**config.mk**
```make
export PLATFORM = sky130hd
export DESIGN_NAME = cubic_bezier_timed_evaluator_flat
export DESIGN_NICKNAME = d
export VERILOG_FILES = /design/src/rtl/core/cbte_pkg.sv /design/src/rtl/core/cbte_step_if.sv /design/src/rtl/core/cbte_point_if.sv /design/src/rtl/core/cbte_ctrl.sv /design/src/rtl/core/cbte_datapath.sv /design/src/rtl/core/cubic_bezier_timed_evaluator.sv /design/src/flat_wrapper.sv
export SDC_FILE = /design/constraint.sdc
export NUM_CORES = 2
export LEC_CHECK = 0
export ABC_AREA = 0
export BUFFER_PORTS_ARGS = -buffer_cell sky130_fd_sc_hd__clkbuf_2
export CORE_MARGIN = 4
export CORE_UTILIZATION = 51
export CTS_CLUSTER_DIAMETER = 30
export DETAILED_ROUTE_END_ITERATION = 10
export PLACE_DENSITY = 0.67
export SYNTH_ARGS = -nofsm -noshare
export SYNTH_HDL_FRONTEND = slang
export SYNTH_SLANG_ARGS = --single-unit
```
**constraint.sdc**
```tcl
create_clock -name i_clk -period 18.3 [get_ports i_clk]
set_input_delay 0.915 -clock i_clk [delete_from_list [all_inputs] [get_ports i_clk]]
set_output_delay 0.915 -clock i_clk [all_outputs]
set_load 0.05 [all_outputs]
```
**src/rtl/core/cbte_pkg.sv**
```systemverilog
package cbte_pkg;

    localparam int COORD_WIDTH_DEF = 16;
    localparam int RATIO_BITS_DEF  = 16;
    localparam int TIME_WIDTH_DEF  = 32;

    localparam int TOTAL_WIDTH = 32;
    localparam int DELTA_WIDTH = 16;
    localparam int CFG_IDX_W   = 3;

    // register map
    localparam logic [CFG_IDX_W-1:0] REG_ORIGIN      = 3'd0;
    localparam logic [CFG_IDX_W-1:0] REG_CONTROL_ONE = 3'd1;
    localparam logic [CFG_IDX_W-1:0] REG_CONTROL_TWO = 3'd2;
    localparam logic [CFG_IDX_W-1:0] REG_ARRIVAL     = 3'd3;
    localparam logic [CFG_IDX_W-1:0] REG_TOTAL_TIME  = 3'd4;

    // multiplier schedule: six basis products, then four terms per axis
    localparam int BASIS_OPS = 6;
    localparam int MUL_OPS   = BASIS_OPS + 12;

    localparam logic [1:0] TERM_FIRST = 2'd0;
    localparam logic [1:0] TERM_LAST  = 2'd3;
    localparam logic [1:0] AXIS_X     = 2'd0;
    localparam logic [1:0] AXIS_Y     = 2'd1;
    localparam logic [1:0] AXIS_Z     = 2'd2;

    typedef enum logic [2:0] {
        OP_U2,
        OP_T2,
        OP_B0,
        OP_B1,
        OP_B2,
        OP_B3,
        OP_MAC
    } t_op;

    typedef struct packed {
        logic       accept;
        logic       div_init;
        logic       div_step;
        logic       mul_issue;
        t_op        op;
        logic [1:0] axis;
        logic [1:0] term;
        logic       out_load;
    } t_cmd;

    typedef struct packed {
        logic reached;
    } t_stat;

endpackage

```
**src/rtl/core/cbte_step_if.sv**
```systemverilog
interface cbte_step_if;
    logic                              valid;
    logic                              ready;
    logic [cbte_pkg::DELTA_WIDTH-1:0] time_delta;

    modport source (output valid, output time_delta, input ready);
    modport sink (input valid, input time_delta, output ready);
endinterface

```
**src/rtl/core/cbte_point_if.sv**
```systemverilog
interface cbte_point_if #(
    parameter int COORD_WIDTH = cbte_pkg::COORD_WIDTH_DEF
);
    logic                          valid;
    logic                          ready;
    logic signed [COORD_WIDTH-1:0] pos_x;
    logic signed [COORD_WIDTH-1:0] pos_y;
    logic signed [COORD_WIDTH-1:0] pos_z;
    logic                          done_res;

    modport source (output valid, output pos_x, output pos_y, output pos_z,
                    output done_res, input ready);
    modport sink (input valid, input pos_x, input pos_y, input pos_z,
                  input done_res, output ready);
endinterface

```
**src/rtl/core/cbte_ctrl.sv**
```systemverilog
module cbte_ctrl #(
    parameter int RATIO_BITS = cbte_pkg::RATIO_BITS_DEF
) (
    input  logic            i_clk,
    input  logic            i_rst_n,
    input  logic            i_in_valid,
    output logic            o_in_ready,
    output logic            o_out_valid,
    input  logic            i_out_ready,
    input  cbte_pkg::t_stat i_stat,
    output cbte_pkg::t_cmd  o_cmd
);

    localparam int CNT_MAX = (RATIO_BITS > cbte_pkg::MUL_OPS) ? RATIO_BITS
                                                              : cbte_pkg::MUL_OPS;
    localparam int CNT_W   = $clog2(CNT_MAX);

    typedef enum logic [2:0] {
        S_IDLE,
        S_CHECK,
        S_DIV,
        S_MUL,
        S_DRAIN,
        S_FIN
    } t_state;

    t_state             r_state;
    logic [CNT_W-1:0]   r_cnt;
    logic               r_out_valid;
    logic [CNT_W-1:0]   mac_idx;
    logic               out_free;

    assign o_in_ready  = (r_state == S_IDLE);
    assign o_out_valid = r_out_valid;
    assign out_free    = !r_out_valid || i_out_ready;
    assign mac_idx     = r_cnt - CNT_W'(cbte_pkg::BASIS_OPS);

    always_comb begin
        o_cmd           = '0;
        o_cmd.op        = cbte_pkg::OP_MAC;
        o_cmd.accept    = (r_state == S_IDLE) && i_in_valid;
        o_cmd.div_init  = (r_state == S_CHECK) && !i_stat.reached;
        o_cmd.div_step  = (r_state == S_DIV);
        o_cmd.mul_issue = (r_state == S_MUL);
        o_cmd.out_load  = (r_state == S_FIN) && out_free;
        if (r_cnt < CNT_W'(cbte_pkg::BASIS_OPS)) begin
            o_cmd.op = cbte_pkg::t_op'(r_cnt[2:0]);
        end
        o_cmd.axis = mac_idx[3:2];
        o_cmd.term = mac_idx[1:0];
    end

    always_ff @(posedge i_clk) begin
        if (!i_rst_n) begin
            r_state     <= S_IDLE;
            r_cnt       <= '0;
            r_out_valid <= 1'b0;
        end else begin
            if (o_cmd.out_load) begin
                r_out_valid <= 1'b1;
            end else if (i_out_ready) begin
                r_out_valid <= 1'b0;
            end
            case (r_state)
                S_IDLE: begin
                    if (i_in_valid) begin
                        r_state <= S_CHECK;
                    end
                end
                S_CHECK: begin
                    r_cnt   <= '0;
                    r_state <= i_stat.reached ? S_FIN : S_DIV;
                end
                S_DIV: begin
                    if (r_cnt == CNT_W'(RATIO_BITS - 1)) begin
                        r_cnt   <= '0;
                        r_state <= S_MUL;
                    end else begin
                        r_cnt <= r_cnt + 1'b1;
                    end
                end
                S_MUL: begin
                    if (r_cnt == CNT_W'(cbte_pkg::MUL_OPS - 1)) begin
                        r_cnt   <= '0;
                        r_state <= S_DRAIN;
                    end else begin
                        r_cnt <= r_cnt + 1'b1;
                    end
                end
                S_DRAIN: begin
                    r_state <= S_FIN;
                end
                S_FIN: begin
                    if (out_free) begin
                        r_state <= S_IDLE;
                    end
                end
                default: begin
                    r_state <= S_IDLE;
                end
            endcase
        end
    end

endmodule

```
**src/rtl/core/cbte_datapath.sv**
```systemverilog
module cbte_datapath #(
    parameter int COORD_WIDTH = cbte_pkg::COORD_WIDTH_DEF,
    parameter int RATIO_BITS  = cbte_pkg::RATIO_BITS_DEF,
    parameter int TIME_WIDTH  = cbte_pkg::TIME_WIDTH_DEF,
    parameter int CFG_WIDTH   = 48
) (
    input  logic                                i_clk,
    input  logic                                i_rst_n,
    input  logic                                i_cfg_we,
    input  logic [cbte_pkg::CFG_IDX_W-1:0]      i_cfg_idx,
    input  logic [CFG_WIDTH-1:0]                i_cfg_data,
    input  logic [cbte_pkg::DELTA_WIDTH-1:0]    i_time_delta,
    input  cbte_pkg::t_cmd                      i_cmd,
    output cbte_pkg::t_stat                     o_stat,
    output logic signed [COORD_WIDTH-1:0]       o_pos_x,
    output logic signed [COORD_WIDTH-1:0]       o_pos_y,
    output logic signed [COORD_WIDTH-1:0]       o_pos_z,
    output logic                                o_done
);

    localparam int C     = COORD_WIDTH;
    localparam int R     = RATIO_BITS;
    localparam int TOT_W = cbte_pkg::TOTAL_WIDTH;
    localparam int CMP_W = (TIME_WIDTH > TOT_W) ? TIME_WIDTH : TOT_W;
    localparam int PT_W  = 3 * C;
    localparam int MA_W  = R + 3;
    localparam int MB_W  = ((R + 1 > C) ? R + 1 : C) + 1;
    localparam int P_W   = MA_W + MB_W;

    // configuration and time state
    logic [PT_W-1:0]        r_pt [4];
    logic [TOT_W-1:0]       r_total;
    logic [TIME_WIDTH-1:0]  r_elapsed;

    // divider
    logic [TOT_W-1:0]       r_rem;
    logic [R-1:0]           r_t;

    // basis values, Q.R
    logic [R:0]             r_u2;
    logic [R:0]             r_t2;
    logic [R:0]             r_b [4];

    // shared multiplier and writeback tag
    logic signed [P_W-1:0]  r_prod;
    logic                   r_wb_valid;
    cbte_pkg::t_op          r_wb_op;
    logic [1:0]             r_wb_axis;
    logic [1:0]             r_wb_term;
    logic signed [P_W-1:0]  r_acc;
    logic signed [C-1:0]    r_pos_x;
    logic signed [C-1:0]    r_pos_y;
    logic signed [C-1:0]    r_pos_z;

    logic [TIME_WIDTH:0]    elapsed_sum;
    logic [TOT_W:0]         rem_sh;
    logic                   rem_ge;
    logic [R:0]             u_val;
    logic [R+1:0]           t_x3;
    logic [R+1:0]           t2_x3;
    logic [C-1:0]           coord;
    logic signed [MA_W-1:0] mul_a;
    logic signed [MB_W-1:0] mul_b;
    logic signed [P_W-1:0]  prod_sh;
    logic [R:0]             basis_res;
    logic signed [P_W-1:0]  acc_sum;
    logic signed [P_W-1:0]  acc_sh;
    logic signed [C-1:0]    pos_sat;

    assign o_stat.reached = CMP_W'(r_elapsed) >= CMP_W'(r_total);

    assign elapsed_sum = {1'b0, r_elapsed} + (TIME_WIDTH + 1)'(i_time_delta);
    assign rem_sh      = {r_rem, 1'b0};
    assign rem_ge      = rem_sh >= {1'b0, r_total};

    assign u_val = {1'b1, {R{1'b0}}} - {1'b0, r_t};
    assign t_x3  = (R + 2)'(r_t) + ((R + 2)'(r_t) << 1);
    assign t2_x3 = (R + 2)'(r_t2) + ((R + 2)'(r_t2) << 1);
    assign coord = r_pt[i_cmd.term][i_cmd.axis * C +: C];

    always_comb begin
        mul_a = '0;
        mul_b = '0;
        case (i_cmd.op)
            cbte_pkg::OP_U2: begin
                mul_a = MA_W'(u_val);
                mul_b = MB_W'(u_val);
            end
            cbte_pkg::OP_T2: begin
                mul_a = MA_W'(r_t);
                mul_b = MB_W'(r_t);
            end
            cbte_pkg::OP_B0: begin
                mul_a = MA_W'(r_u2);
                mul_b = MB_W'(u_val);
            end
            cbte_pkg::OP_B1: begin
                mul_a = MA_W'(t_x3);
                mul_b = MB_W'(r_u2);
            end
            cbte_pkg::OP_B2: begin
                mul_a = MA_W'(t2_x3);
                mul_b = MB_W'(u_val);
            end
            cbte_pkg::OP_B3: begin
                mul_a = MA_W'(r_t2);
                mul_b = MB_W'(r_t);
            end
            cbte_pkg::OP_MAC: begin
                mul_a = MA_W'(r_b[i_cmd.term]);
                mul_b = MB_W'($signed(coord));
            end
            default: begin
                mul_a = '0;
                mul_b = '0;
            end
        endcase
    end

    assign prod_sh   = r_prod >>> R;
    assign basis_res = prod_sh[R:0];
    assign acc_sum   = ((r_wb_term == cbte_pkg::TERM_FIRST) ? '0 : r_acc) + r_prod;
    assign acc_sh    = acc_sum >>> R;

    // arithmetic shift floors; then saturate to the coordinate range
    always_comb begin
        if (!acc_sh[P_W-1] && (|acc_sh[P_W-2:C-1])) begin
            pos_sat = {1'b0, {(C-1){1'b1}}};
        end else if (acc_sh[P_W-1] && !(&acc_sh[P_W-2:C-1])) begin
            pos_sat = {1'b1, {(C-1){1'b0}}};
        end else begin
            pos_sat = acc_sh[C-1:0];
        end
    end

    always_ff @(posedge i_clk) begin
        if (!i_rst_n) begin
            r_pt[0]    <= '0;
            r_pt[1]    <= '0;
            r_pt[2]    <= '0;
            r_pt[3]    <= '0;
            r_total    <= TOT_W'(1);
            r_elapsed  <= '0;
            r_wb_valid <= 1'b0;
        end else begin
            if (i_cfg_we) begin
                case (i_cfg_idx)
                    cbte_pkg::REG_ORIGIN,
                    cbte_pkg::REG_CONTROL_ONE,
                    cbte_pkg::REG_CONTROL_TWO,
                    cbte_pkg::REG_ARRIVAL: begin
                        r_pt[i_cfg_idx[1:0]] <= i_cfg_data[PT_W-1:0];
                    end
                    cbte_pkg::REG_TOTAL_TIME: begin
                        r_total <= i_cfg_data[TOT_W-1:0];
                    end
                    default: begin
                    end
                endcase
            end
            if (i_cmd.accept) begin
                r_elapsed <= elapsed_sum[TIME_WIDTH] ? {TIME_WIDTH{1'b1}}
                                                     : elapsed_sum[TIME_WIDTH-1:0];
            end
            r_wb_valid <= i_cmd.mul_issue;
        end
    end

    always_ff @(posedge i_clk) begin
        // restoring divide, one quotient bit per cycle; elapsed < total here
        if (i_cmd.div_init) begin
            r_rem <= TOT_W'(r_elapsed);
            r_t   <= '0;
        end else if (i_cmd.div_step) begin
            r_rem <= rem_ge ? TOT_W'(rem_sh - {1'b0, r_total}) : rem_sh[TOT_W-1:0];
            r_t   <= {r_t[R-2:0], rem_ge};
        end

        if (i_cmd.mul_issue) begin
            r_prod    <= mul_a * mul_b;
            r_wb_op   <= i_cmd.op;
            r_wb_axis <= i_cmd.axis;
            r_wb_term <= i_cmd.term;
        end

        if (r_wb_valid) begin
            case (r_wb_op)
                cbte_pkg::OP_U2: r_u2    <= basis_res;
                cbte_pkg::OP_T2: r_t2    <= basis_res;
                cbte_pkg::OP_B0: r_b[0]  <= basis_res;
                cbte_pkg::OP_B1: r_b[1]  <= basis_res;
                cbte_pkg::OP_B2: r_b[2]  <= basis_res;
                cbte_pkg::OP_B3: r_b[3]  <= basis_res;
                cbte_pkg::OP_MAC: begin
                    r_acc <= acc_sum;
                    if (r_wb_term == cbte_pkg::TERM_LAST) begin
                        case (r_wb_axis)
                            cbte_pkg::AXIS_X: r_pos_x <= pos_sat;
                            cbte_pkg::AXIS_Y: r_pos_y <= pos_sat;
                            cbte_pkg::AXIS_Z: r_pos_z <= pos_sat;
                            default: begin
                            end
                        endcase
                    end
                end
                default: begin
                end
            endcase
        end

        if (i_cmd.out_load) begin
            if (o_stat.reached) begin
                o_pos_x <= r_pt[3][C-1:0];
                o_pos_y <= r_pt[3][2*C-1:C];
                o_pos_z <= r_pt[3][3*C-1:2*C];
                o_done  <= 1'b1;
            end else begin
                o_pos_x <= r_pos_x;
                o_pos_y <= r_pos_y;
                o_pos_z <= r_pos_z;
                o_done  <= 1'b0;
            end
        end
    end

endmodule

```
**src/rtl/core/cubic_bezier_timed_evaluator.sv**
```systemverilog
// Channel  | Dir | Payload                          | Transfer
// ---------+-----+----------------------------------+--------------------------
// i_step   | in  | time_delta                       | valid & ready at clk edge
// o_point  | out | pos_x, pos_y, pos_z, done_res    | valid & ready at clk edge
// cfg      | in  | i_cfg_idx, i_cfg_data            | i_cfg_we at clk edge
//
// Each step divides elapsed time by total time for the ratio, then evaluates the curve:
// the restoring divider yields one ratio bit a cycle, then one shared multiplier
// runs 18 products back to back. A step that reaches the end time skips both stages.
// Synchronous active-low reset clears elapsed time and loads the register defaults.
// Results sit in an output register; a stalled output holds only the finish step.
module cubic_bezier_timed_evaluator #(
    parameter int COORD_WIDTH = cbte_pkg::COORD_WIDTH_DEF,
    parameter int RATIO_BITS  = cbte_pkg::RATIO_BITS_DEF,
    parameter int TIME_WIDTH  = cbte_pkg::TIME_WIDTH_DEF,
    parameter int CFG_WIDTH   = (3 * COORD_WIDTH > cbte_pkg::TOTAL_WIDTH)
                                ? 3 * COORD_WIDTH : cbte_pkg::TOTAL_WIDTH
) (
    input  logic                            i_clk,
    input  logic                            i_rst_n,
    cbte_step_if.sink                       i_step,
    cbte_point_if.source                    o_point,
    input  logic                            i_cfg_we,
    input  logic [cbte_pkg::CFG_IDX_W-1:0]  i_cfg_idx,
    input  logic [CFG_WIDTH-1:0]            i_cfg_data
);

    cbte_pkg::t_cmd  cmd;
    cbte_pkg::t_stat stat;

    cbte_ctrl #(
        .RATIO_BITS (RATIO_BITS)
    ) u_ctrl (
        .i_clk       (i_clk),
        .i_rst_n     (i_rst_n),
        .i_in_valid  (i_step.valid),
        .o_in_ready  (i_step.ready),
        .o_out_valid (o_point.valid),
        .i_out_ready (o_point.ready),
        .i_stat      (stat),
        .o_cmd       (cmd)
    );

    cbte_datapath #(
        .COORD_WIDTH (COORD_WIDTH),
        .RATIO_BITS  (RATIO_BITS),
        .TIME_WIDTH  (TIME_WIDTH),
        .CFG_WIDTH   (CFG_WIDTH)
    ) u_datapath (
        .i_clk        (i_clk),
        .i_rst_n      (i_rst_n),
        .i_cfg_we     (i_cfg_we),
        .i_cfg_idx    (i_cfg_idx),
        .i_cfg_data   (i_cfg_data),
        .i_time_delta (i_step.time_delta),
        .i_cmd        (cmd),
        .o_stat       (stat),
        .o_pos_x      (o_point.pos_x),
        .o_pos_y      (o_point.pos_y),
        .o_pos_z      (o_point.pos_z),
        .o_done       (o_point.done_res)
    );

endmodule
```
**src/flat_wrapper.sv**
```systemverilog
// flat-port wrapper written by rule: the top's interface ports become plain ports
module cubic_bezier_timed_evaluator_flat 
#(
    parameter int COORD_WIDTH = cbte_pkg::COORD_WIDTH_DEF,
    parameter int RATIO_BITS  = cbte_pkg::RATIO_BITS_DEF,
    parameter int TIME_WIDTH  = cbte_pkg::TIME_WIDTH_DEF,
    parameter int CFG_WIDTH   = (3 * COORD_WIDTH > cbte_pkg::TOTAL_WIDTH)
                                ? 3 * COORD_WIDTH : cbte_pkg::TOTAL_WIDTH
)
  (i_clk, i_rst_n, i_cfg_we, i_cfg_idx, i_cfg_data, i_step_valid, i_step_time_delta, i_step_ready, o_point_valid, o_point_pos_x, o_point_pos_y, o_point_pos_z, o_point_done_res, o_point_ready);
  cbte_step_if i_step_i ();
  cbte_point_if #(.COORD_WIDTH(COORD_WIDTH)) o_point_i ();
  input  logic i_clk;
  input  logic i_rst_n;
  input  logic i_cfg_we;
  input  logic [cbte_pkg::CFG_IDX_W-1:0] i_cfg_idx;
  input  logic [CFG_WIDTH-1:0] i_cfg_data;
  input wire logic [$bits(i_step_i.valid)-1:0] i_step_valid;
  input wire logic [$bits(i_step_i.time_delta)-1:0] i_step_time_delta;
  output wire logic [$bits(i_step_i.ready)-1:0] i_step_ready;
  output wire logic [$bits(o_point_i.valid)-1:0] o_point_valid;
  output wire logic [$bits(o_point_i.pos_x)-1:0] o_point_pos_x;
  output wire logic [$bits(o_point_i.pos_y)-1:0] o_point_pos_y;
  output wire logic [$bits(o_point_i.pos_z)-1:0] o_point_pos_z;
  output wire logic [$bits(o_point_i.done_res)-1:0] o_point_done_res;
  input wire logic [$bits(o_point_i.ready)-1:0] o_point_ready;
  assign i_step_i.valid = i_step_valid;
  assign i_step_i.time_delta = i_step_time_delta;
  assign i_step_ready = i_step_i.ready;
  assign o_point_valid = o_point_i.valid;
  assign o_point_pos_x = o_point_i.pos_x;
  assign o_point_pos_y = o_point_i.pos_y;
  assign o_point_pos_z = o_point_i.pos_z;
  assign o_point_done_res = o_point_i.done_res;
  assign o_point_i.ready = o_point_ready;
  cubic_bezier_timed_evaluator #(.COORD_WIDTH(COORD_WIDTH), .RATIO_BITS(RATIO_BITS), .TIME_WIDTH(TIME_WIDTH), .CFG_WIDTH(CFG_WIDTH)) u_core (.i_clk(i_clk), .i_rst_n(i_rst_n), .i_step(i_step_i), .o_point(o_point_i), .i_cfg_we(i_cfg_we), .i_cfg_idx(i_cfg_idx), .i_cfg_data(i_cfg_data));
endmodule
```
## Yosys cells after proc, flatten, opt, wreduce, memory -nomap -nowiden

Memories as Yosys holds them, arrays and structs flattened.
Index checks and enable logic that the tools add are counted.
Widths: inputs -> output; s select.

| storage, ports and cells | value |
|---|---|
| input bits | 72 |
| bits in writable memories | 260 |
| output and inout bits | 51 |
| memories | 2 |
| flip-flop bits (word level) | 334 |
| word-level logic and storage cells | 157 |

| operators by class | value |
|---|---|
| add/subtract/negate cells | 8 |
| multipliers | 1 |
| magnitude comparators | 3 |
| reductions and logical operators | 36 |
| multiplexer cells | 54 |
| eq/ne operators | 30 |
| shift-type cells | 1 |

Memory list:

| name | words | width | rd ports | clocked after memory_dff | wr ports | RTL line | source |
|---|---|---|---|---|---|---|---|
| u_core.u_datapath.r_pt | 4 | 48 | 2 | 0 | 4 | cbte_datapath.sv:31 | `logic [PT_W-1:0] r_pt [4];` |
| u_core.u_datapath.r_b | 4 | 17 | 1 | 0 | 1 | cbte_datapath.sv:42 | `logic [R:0] r_b [4];` |

Operators with widths:

| operator | number |
|---|---|
| $mux 32 | 4 |
| $pmux 18 s7 | 1 |
| $mux 16 | 5 |
| $pmux 18 s4 | 1 |
| $mux 17 | 3 |
| $reduce_or 17->1 | 3 |
| $mux 48 | 1 |
| $reduce_or 48->1 | 1 |
| $shiftx 48x7->16 | 1 |
| $add 37x37->37 | 1 |
| $mul 19x18->37 | 1 |
| $mux 37 | 1 |
| $add 32x16->33 | 1 |
| $ge 33x32->1 | 1 |
| $ge 32x32->1 | 1 |
| $sub 32x32->32 | 1 |
| $eq 3x3->1 const B | 9 |
| $eq 3x2->1 const B | 8 |
| $mux 1 | 24 |
| $add 16x17->18 | 1 |
| $add 17x18->18 | 1 |
| $mux 3 | 6 |
| $pmux 3 s6 | 1 |
| $sub 17x16->17 const A | 1 |
| 27 further kinds | 55 |

## Logic depth before layout (Yosys ltp)

| depth | value |
|---|---|
| depth after elaboration | 8 |
| gate-level depth with buffers | 37 |
| mapped depth without buffers | 36 |

## Hierarchy

A second synthesis with hierarchy kept.

| second synthesis, totals | value |
|---|---|
| cells, all modules | 4059 |
| area total of the unflattened synthesis | 42608.4 µm² |

By module, submodules not included:

| module | cells an instance | sequential area each (µm²) | area each (µm²) | instances |
|---|---|---|---|---|
| cbte_datapath | 3981 | 16756.1 | 41941.5 | 1 |
| cbte_ctrl | 78 | 180.2 | 666.9 | 1 |

## Worst setup path before layout

Ideal clock, no wire load.

| timing | value |
|---|---|
| path type | reg2reg |
| start point | register u_core.u_datapath.r_t[2] |
| end point | register u_core.u_datapath.r_prod[33] (data pin) |
| cell stages (with the launch flop) | 36 |
| clock period less this slack | 8.710 ns |
| required time | 18.042 ns |
| buffers on the path | 1 |
| slack | 9.590 ns |
| data arrival time | 8.453 ns |
| library setup time | 0.258 ns |
| cells stage by stage | dfxtp_1 inv_1 ha_1 a21o_1 a21oi_1 o21ai_0 a2111o_1 nand4_1 a31oi_1 o41ai_1 mux2i_1 a211o_1 clkbuf_1 nand2_1 fa_1 inv_1 fa_1 inv_1 fa_1 fa_1 inv_1 fa_1 inv_1 fa_1 inv_1 ha_1 nand4_1 inv_1 and2_1 o41ai_1 a21oi_1 a31oi_1 o21ai_1 a31o_2 a221o_1 xnor2_1 |

| on the way | value |
|---|---|
| longest elaborated chain between the ends | 3 |
| elaborated cells on any way between the ends | 5 |
| classes of those cells | add/sub (2); mul (1); mux (2) |

Ends and longest elaborated chain:

| item | RTL line | source |
|---|---|---|
| from (decl) | cbte_datapath.sv:37 | `logic [R-1:0] r_t;` |
| from (signal assigned) | cbte_datapath.sv:176 | `r_t <= {r_t[R-2:0], rem_ge};` |
| $add 16x17->18 / $sub 17x16->17 (equally long branches) | cbte_datapath.sv:77, cbte_datapath.sv:76 |  |
| $pmux 18 s7 / $pmux 18 s4 (equally long branches) | cbte_datapath.sv:84 | `case (i_cmd.op)` |
| $mul 19x18->37 (*) | cbte_datapath.sv:180 | `r_prod <= mul_a * mul_b;` |
| to (signal assigned) | cbte_datapath.sv:180 |  |
| to (decl) | cbte_datapath.sv:45 | `logic signed [P_W-1:0] r_prod;` |

Every way passes the cells marked *; elsewhere a longest branch is shown, timed or not.
A chain may end at the register's enable or synchronous reset.

## Worst setup path in the final report

| timing | value |
|---|---|
| start point | register u_core.u_ctrl.r_cnt[0] |
| end point | register u_core.u_datapath.r_prod[33] (data pin) |

| on the way | value |
|---|---|
| longest elaborated chain between the ends | 6 |
| elaborated cells on any way between the ends | 18 |
| classes of those cells | add/sub (1); mul (1); order compare (1); eq/ne (6); shift (1); mux (3); reduce/logical (3); memory (2) |

Ends and longest elaborated chain:

| item | RTL line | source |
|---|---|---|
| from (decl) | cbte_ctrl.sv:28 | `logic [CNT_W-1:0] r_cnt;` |
| from (signal assigned) | cbte_ctrl.sv:79 | `r_cnt <= r_cnt + 1'b1;` |
| from (signal assigned) | cbte_ctrl.sv:87 | `r_cnt <= r_cnt + 1'b1;` |
| parallel branches: the longest is 5 deep, another holds $mem_v2 4x48 | n/a |  |
| $mul 19x18->37 (*) | cbte_datapath.sv:180 |  |

Every way passes the cells marked *.

==> flow_summary.yaml <==
cts:
  cts_sinks: 594
  clock_latency_ns: 0.70
  cts_max_level: 3
  post_cts_resized: 0
  clock_path_buffers: 3
  clockRootBuffer: "clkbuf_16"
  cts_made_buffers: 105
  path_clk_slew_ns: 0.05
  postCtsHoldBufs: 0
  cts_tree: "built"
  post_cts_buffers: 0
timing:
  clock_skew_ns: 0.0686
  max_freq_mhz: 93.9
  fin_crit_ns: 10.65
  slew_viol_final: 0
  finalSetupTns_ns: 0
  setup_viol_count_final: 0
  fin_crit_sh: 0.582
  setup_slack_ns: 7.65
  slew_headroom: 0.145
  hold_viol_final: 0
  tightest_slew_ns: 1.28
  rsz0062_at_grt: "no"
run_status:
  status: "finished, final reports clean"
final_layout:
  drive_gt1_frac: 0.128
  fill_cells: 6780
  syn_to_final_growth_pct: 13.2
  fin_nets: 4782
  diodes: 0
route:
  drt-total-wl_mm: 116
  drt-vias-per-instance: 5.80
  wl_met3_mm: 8.74
  highest_layer: "met4"
  met1Wirelength_mm: 49.0
  drt_pass1_iterations: 7
  via_count: 30800
  drtAntennaViolNets: 0
  drt_iter0_markers: 2852
  met2_length_mm: 54.5
  wl_per_cell_um: 21.9
  drc: 0
synthesis:
  postSynthNetCount: 4654
  synthCells: 4020
  synth_edf_count: 504
  netlist-cell-type-count: 85
  netlist_area_um2: 42200
  synthFlopType: "edfxtp_1"
  ys_ff_latch: 594
  ys_async_sr_fraction: 0
  yosysSeqAreaShare: 0.401
  ys_warn_count: 0
  avgSynthCellArea_um2: 10.5
critical_path:
  cp_num_buf_inv: 6
  cp_data_required_time_ns: 18.68
  cp_common_cell: "fa_1"
  r2r_start: "u_core.u_ctrl.r_cnt[0]$_SDFFE_PN0P_"
  max_stage_delay_ns: 0.87
  startpoint: "u_core.u_ctrl.r_cnt[0]$_SDFFE_PN0P_"
  crit_path_end_kind: "register"
  cp_max_fo: 44
  cp-start-kind: "register"
  crit_type: "register to register"
  cp.arrival_ns: 11.03
  cp_top_family: "adder cells"
  critPathSlowestCell: "dfxtp_4"
grt:
  antenna_found_initial: 6
  grt_usage: 0.269
  grt_pass1_wl_mm: 180
  grt_max_degree: 59
  grt_pass1_vias: 30900
  overflow: 0
hold_path:
  hp-class: "register to register"
  min-delay-start: "u_core.u_datapath.r_total[31]$_SDFFE_PN0P_"
floorplanning:
  rows: 105
  core_um2: 82100
  die_width_um: 296
  start_util: 0.514
  die_y_um: 296
  die_area_um2: 87400
  ios: 123
placed_design:
  gp_congestion: 0.963
  hpwlAfterDp_mm: 85.3
  portBuffers: 122
  place_ws_ns: 7.77
flow_run:
  maxCapViolations: 0
-- per-stage QoR --
stage / utilization / cell area (um^2) / hold WS (ns) / cells
floorplan: - / 42200 / 0.436 / 4020
global placement: 0.538 / 44200 / 0.444 / 5111
detailed placement: 0.538 / 44200 / 0.446 / 5111
global route: 0.582 / 47800 / 0.465 / 5310
CTS: 0.582 / 47800 / 0.453 / 5310
finish: 0.582 / 47800 / 0.451 / 5310
-- registers in the layout, indices dropped and copies added (netlist names), 17 cells and up --
signal	count
u_core.u_datapath.r_pt	192
u_core.u_datapath.r_b	68
u_core.u_datapath.r_acc	37
u_core.u_datapath.r_prod	37
u_core.u_datapath.r_elapsed	32
u_core.u_datapath.r_rem	32
u_core.u_datapath.r_total	32
u_core.u_datapath.r_t2	17
u_core.u_datapath.r_u2	17
-- Yosys cell counts, types with 14 or more instances --
library cell	instances	area share
ha_1	301	0.089
o21ai_0	119	0.014
a21o_1	58	0.010
clkbuf_1	136	0.012
and2_1	70	0.010
nand2b_1	42	0.0062
o211ai_1	24	0.0043
nand3_1	54	0.0064
a211oi_1	18	0.0032
fa_1	261	0.12
o21a_1	19	0.0034
nor2b_1	72	0.011
a31oi_1	32	0.0047
inv_1	525	0.047
o21bai_1	25	0.0044
mux2i_1	52	0.012
o21ai_1	14	0.0017
o31ai_1	16	0.0028
dfxtp_1	90	0.043
mux4_2	66	0.035
nand4_1	23	0.0034
a21oi_1	250	0.030
nor2_1	342	0.030
nand2_1	434	0.039
xnor2_1	96	0.020
edfxtp_1	504	0.36
xor2_1	41	0.0085
mux2_2	50	0.013
nor3_1	49	0.0058
and3_1	31	0.0046
-- routing by layer --
layer  vias to the layer above  track usage
met5                         -            0
met4                         0       0.0846
met3                       242       0.0472
met2                      1237        0.441
met1                     15200        0.367
li1                      14200            -
-- tightest hold or removal path: stages (launching register included) --
cell and delay [ns]:
dfxtp_1 0.30, nand2_1 0.05, a21oi_1 0.05
-- cell usage in the layout, fill, tap and decap left out, types with 14 or more instances in the layout --
| cell type | netlist | routed |
|---|---|---|
| ha_1 | 301 | 301 |
| buf_4 | 0 | 58 |
| xnor2_1 | 96 | 96 |
| o21bai_1 | 25 | 25 |
| o31ai_1 | 16 | 16 |
| nor3_1 | 49 | 45 |
| clkinv_4 | 0 | 14 |
| clkinvlp_4 | 0 | 14 |
| mux2i_1 | 52 | 52 |
| nand2_1 | 434 | 434 |
| nor2_1 | 342 | 338 |
| nor2b_1 | 72 | 71 |
| o21ai_0 | 119 | 115 |
| xor2_1 | 41 | 40 |
| a31oi_1 | 32 | 31 |
| a21oi_1 | 250 | 249 |
| nand3_1 | 54 | 54 |
| fa_1 | 261 | 261 |
| mux2_2 | 50 | 50 |
| clkbuf_2 | 0 | 122 |
| edfxtp_1 | 504 | 504 |
| nand2b_1 | 42 | 40 |
| a21o_1 | 58 | 58 |
| nand4_1 | 23 | 23 |
| inv_1 | 525 | 524 |
| a211oi_1 | 18 | 18 |
| and3_1 | 31 | 31 |
| dfxtp_1 | 90 | 88 |
| o211ai_1 | 24 | 24 |
| o21a_1 | 19 | 19 |
| clkbuf_16 | 0 | 105 |
| and2_1 | 70 | 69 |
| mux4_2 | 66 | 66 |
-- cell type report --
class	instances	area, um^2	area share
clock buffer	120	2710	0.0568
clock inverter	79	915	0.0191
inverter	526	1970	0.0413
multi-input combinational	2741	22900	0.478
sequential	594	16900	0.355
tap	1070	1340	0.0280
timing repair buffer	180	1050	0.0219
-- cells by family (layout without fill, tap and decap cells) --
family                   count (synthesis)  in the layout  share of synthesized area
flip-flops                             594            594                      0.401
multiplexers                           168            168                     0.0609
adder cells (fa/ha/maj)                562            562                      0.213
XOR/XNOR                               139            139                     0.0295
AO/OA/AOI/OAI                          709            709                      0.109
AND/OR/NAND/NOR                       1163           1163                      0.125
buffers and inverters                  685            905                     0.0615
-- final timing paths --
check | end | slack [ns] | cells after the start
max | u_core.u_datapath.r_prod[33]$_DFFE_PP_ | 7.65 | 28
min | u_core.u_datapath.r_total[31]$_SDFFE_PN0P_ | 0.45 | 2
max reg2reg | u_core.u_datapath.r_prod[33]$_DFFE_PP_ | 7.65 | 28
min reg2reg | u_core.u_datapath.r_total[31]$_SDFFE_PN0P_ | 0.45 | 2
Power is not shown: default switching activity piles up to over one toggle a cycle in this logic, so the estimate is an artifact.
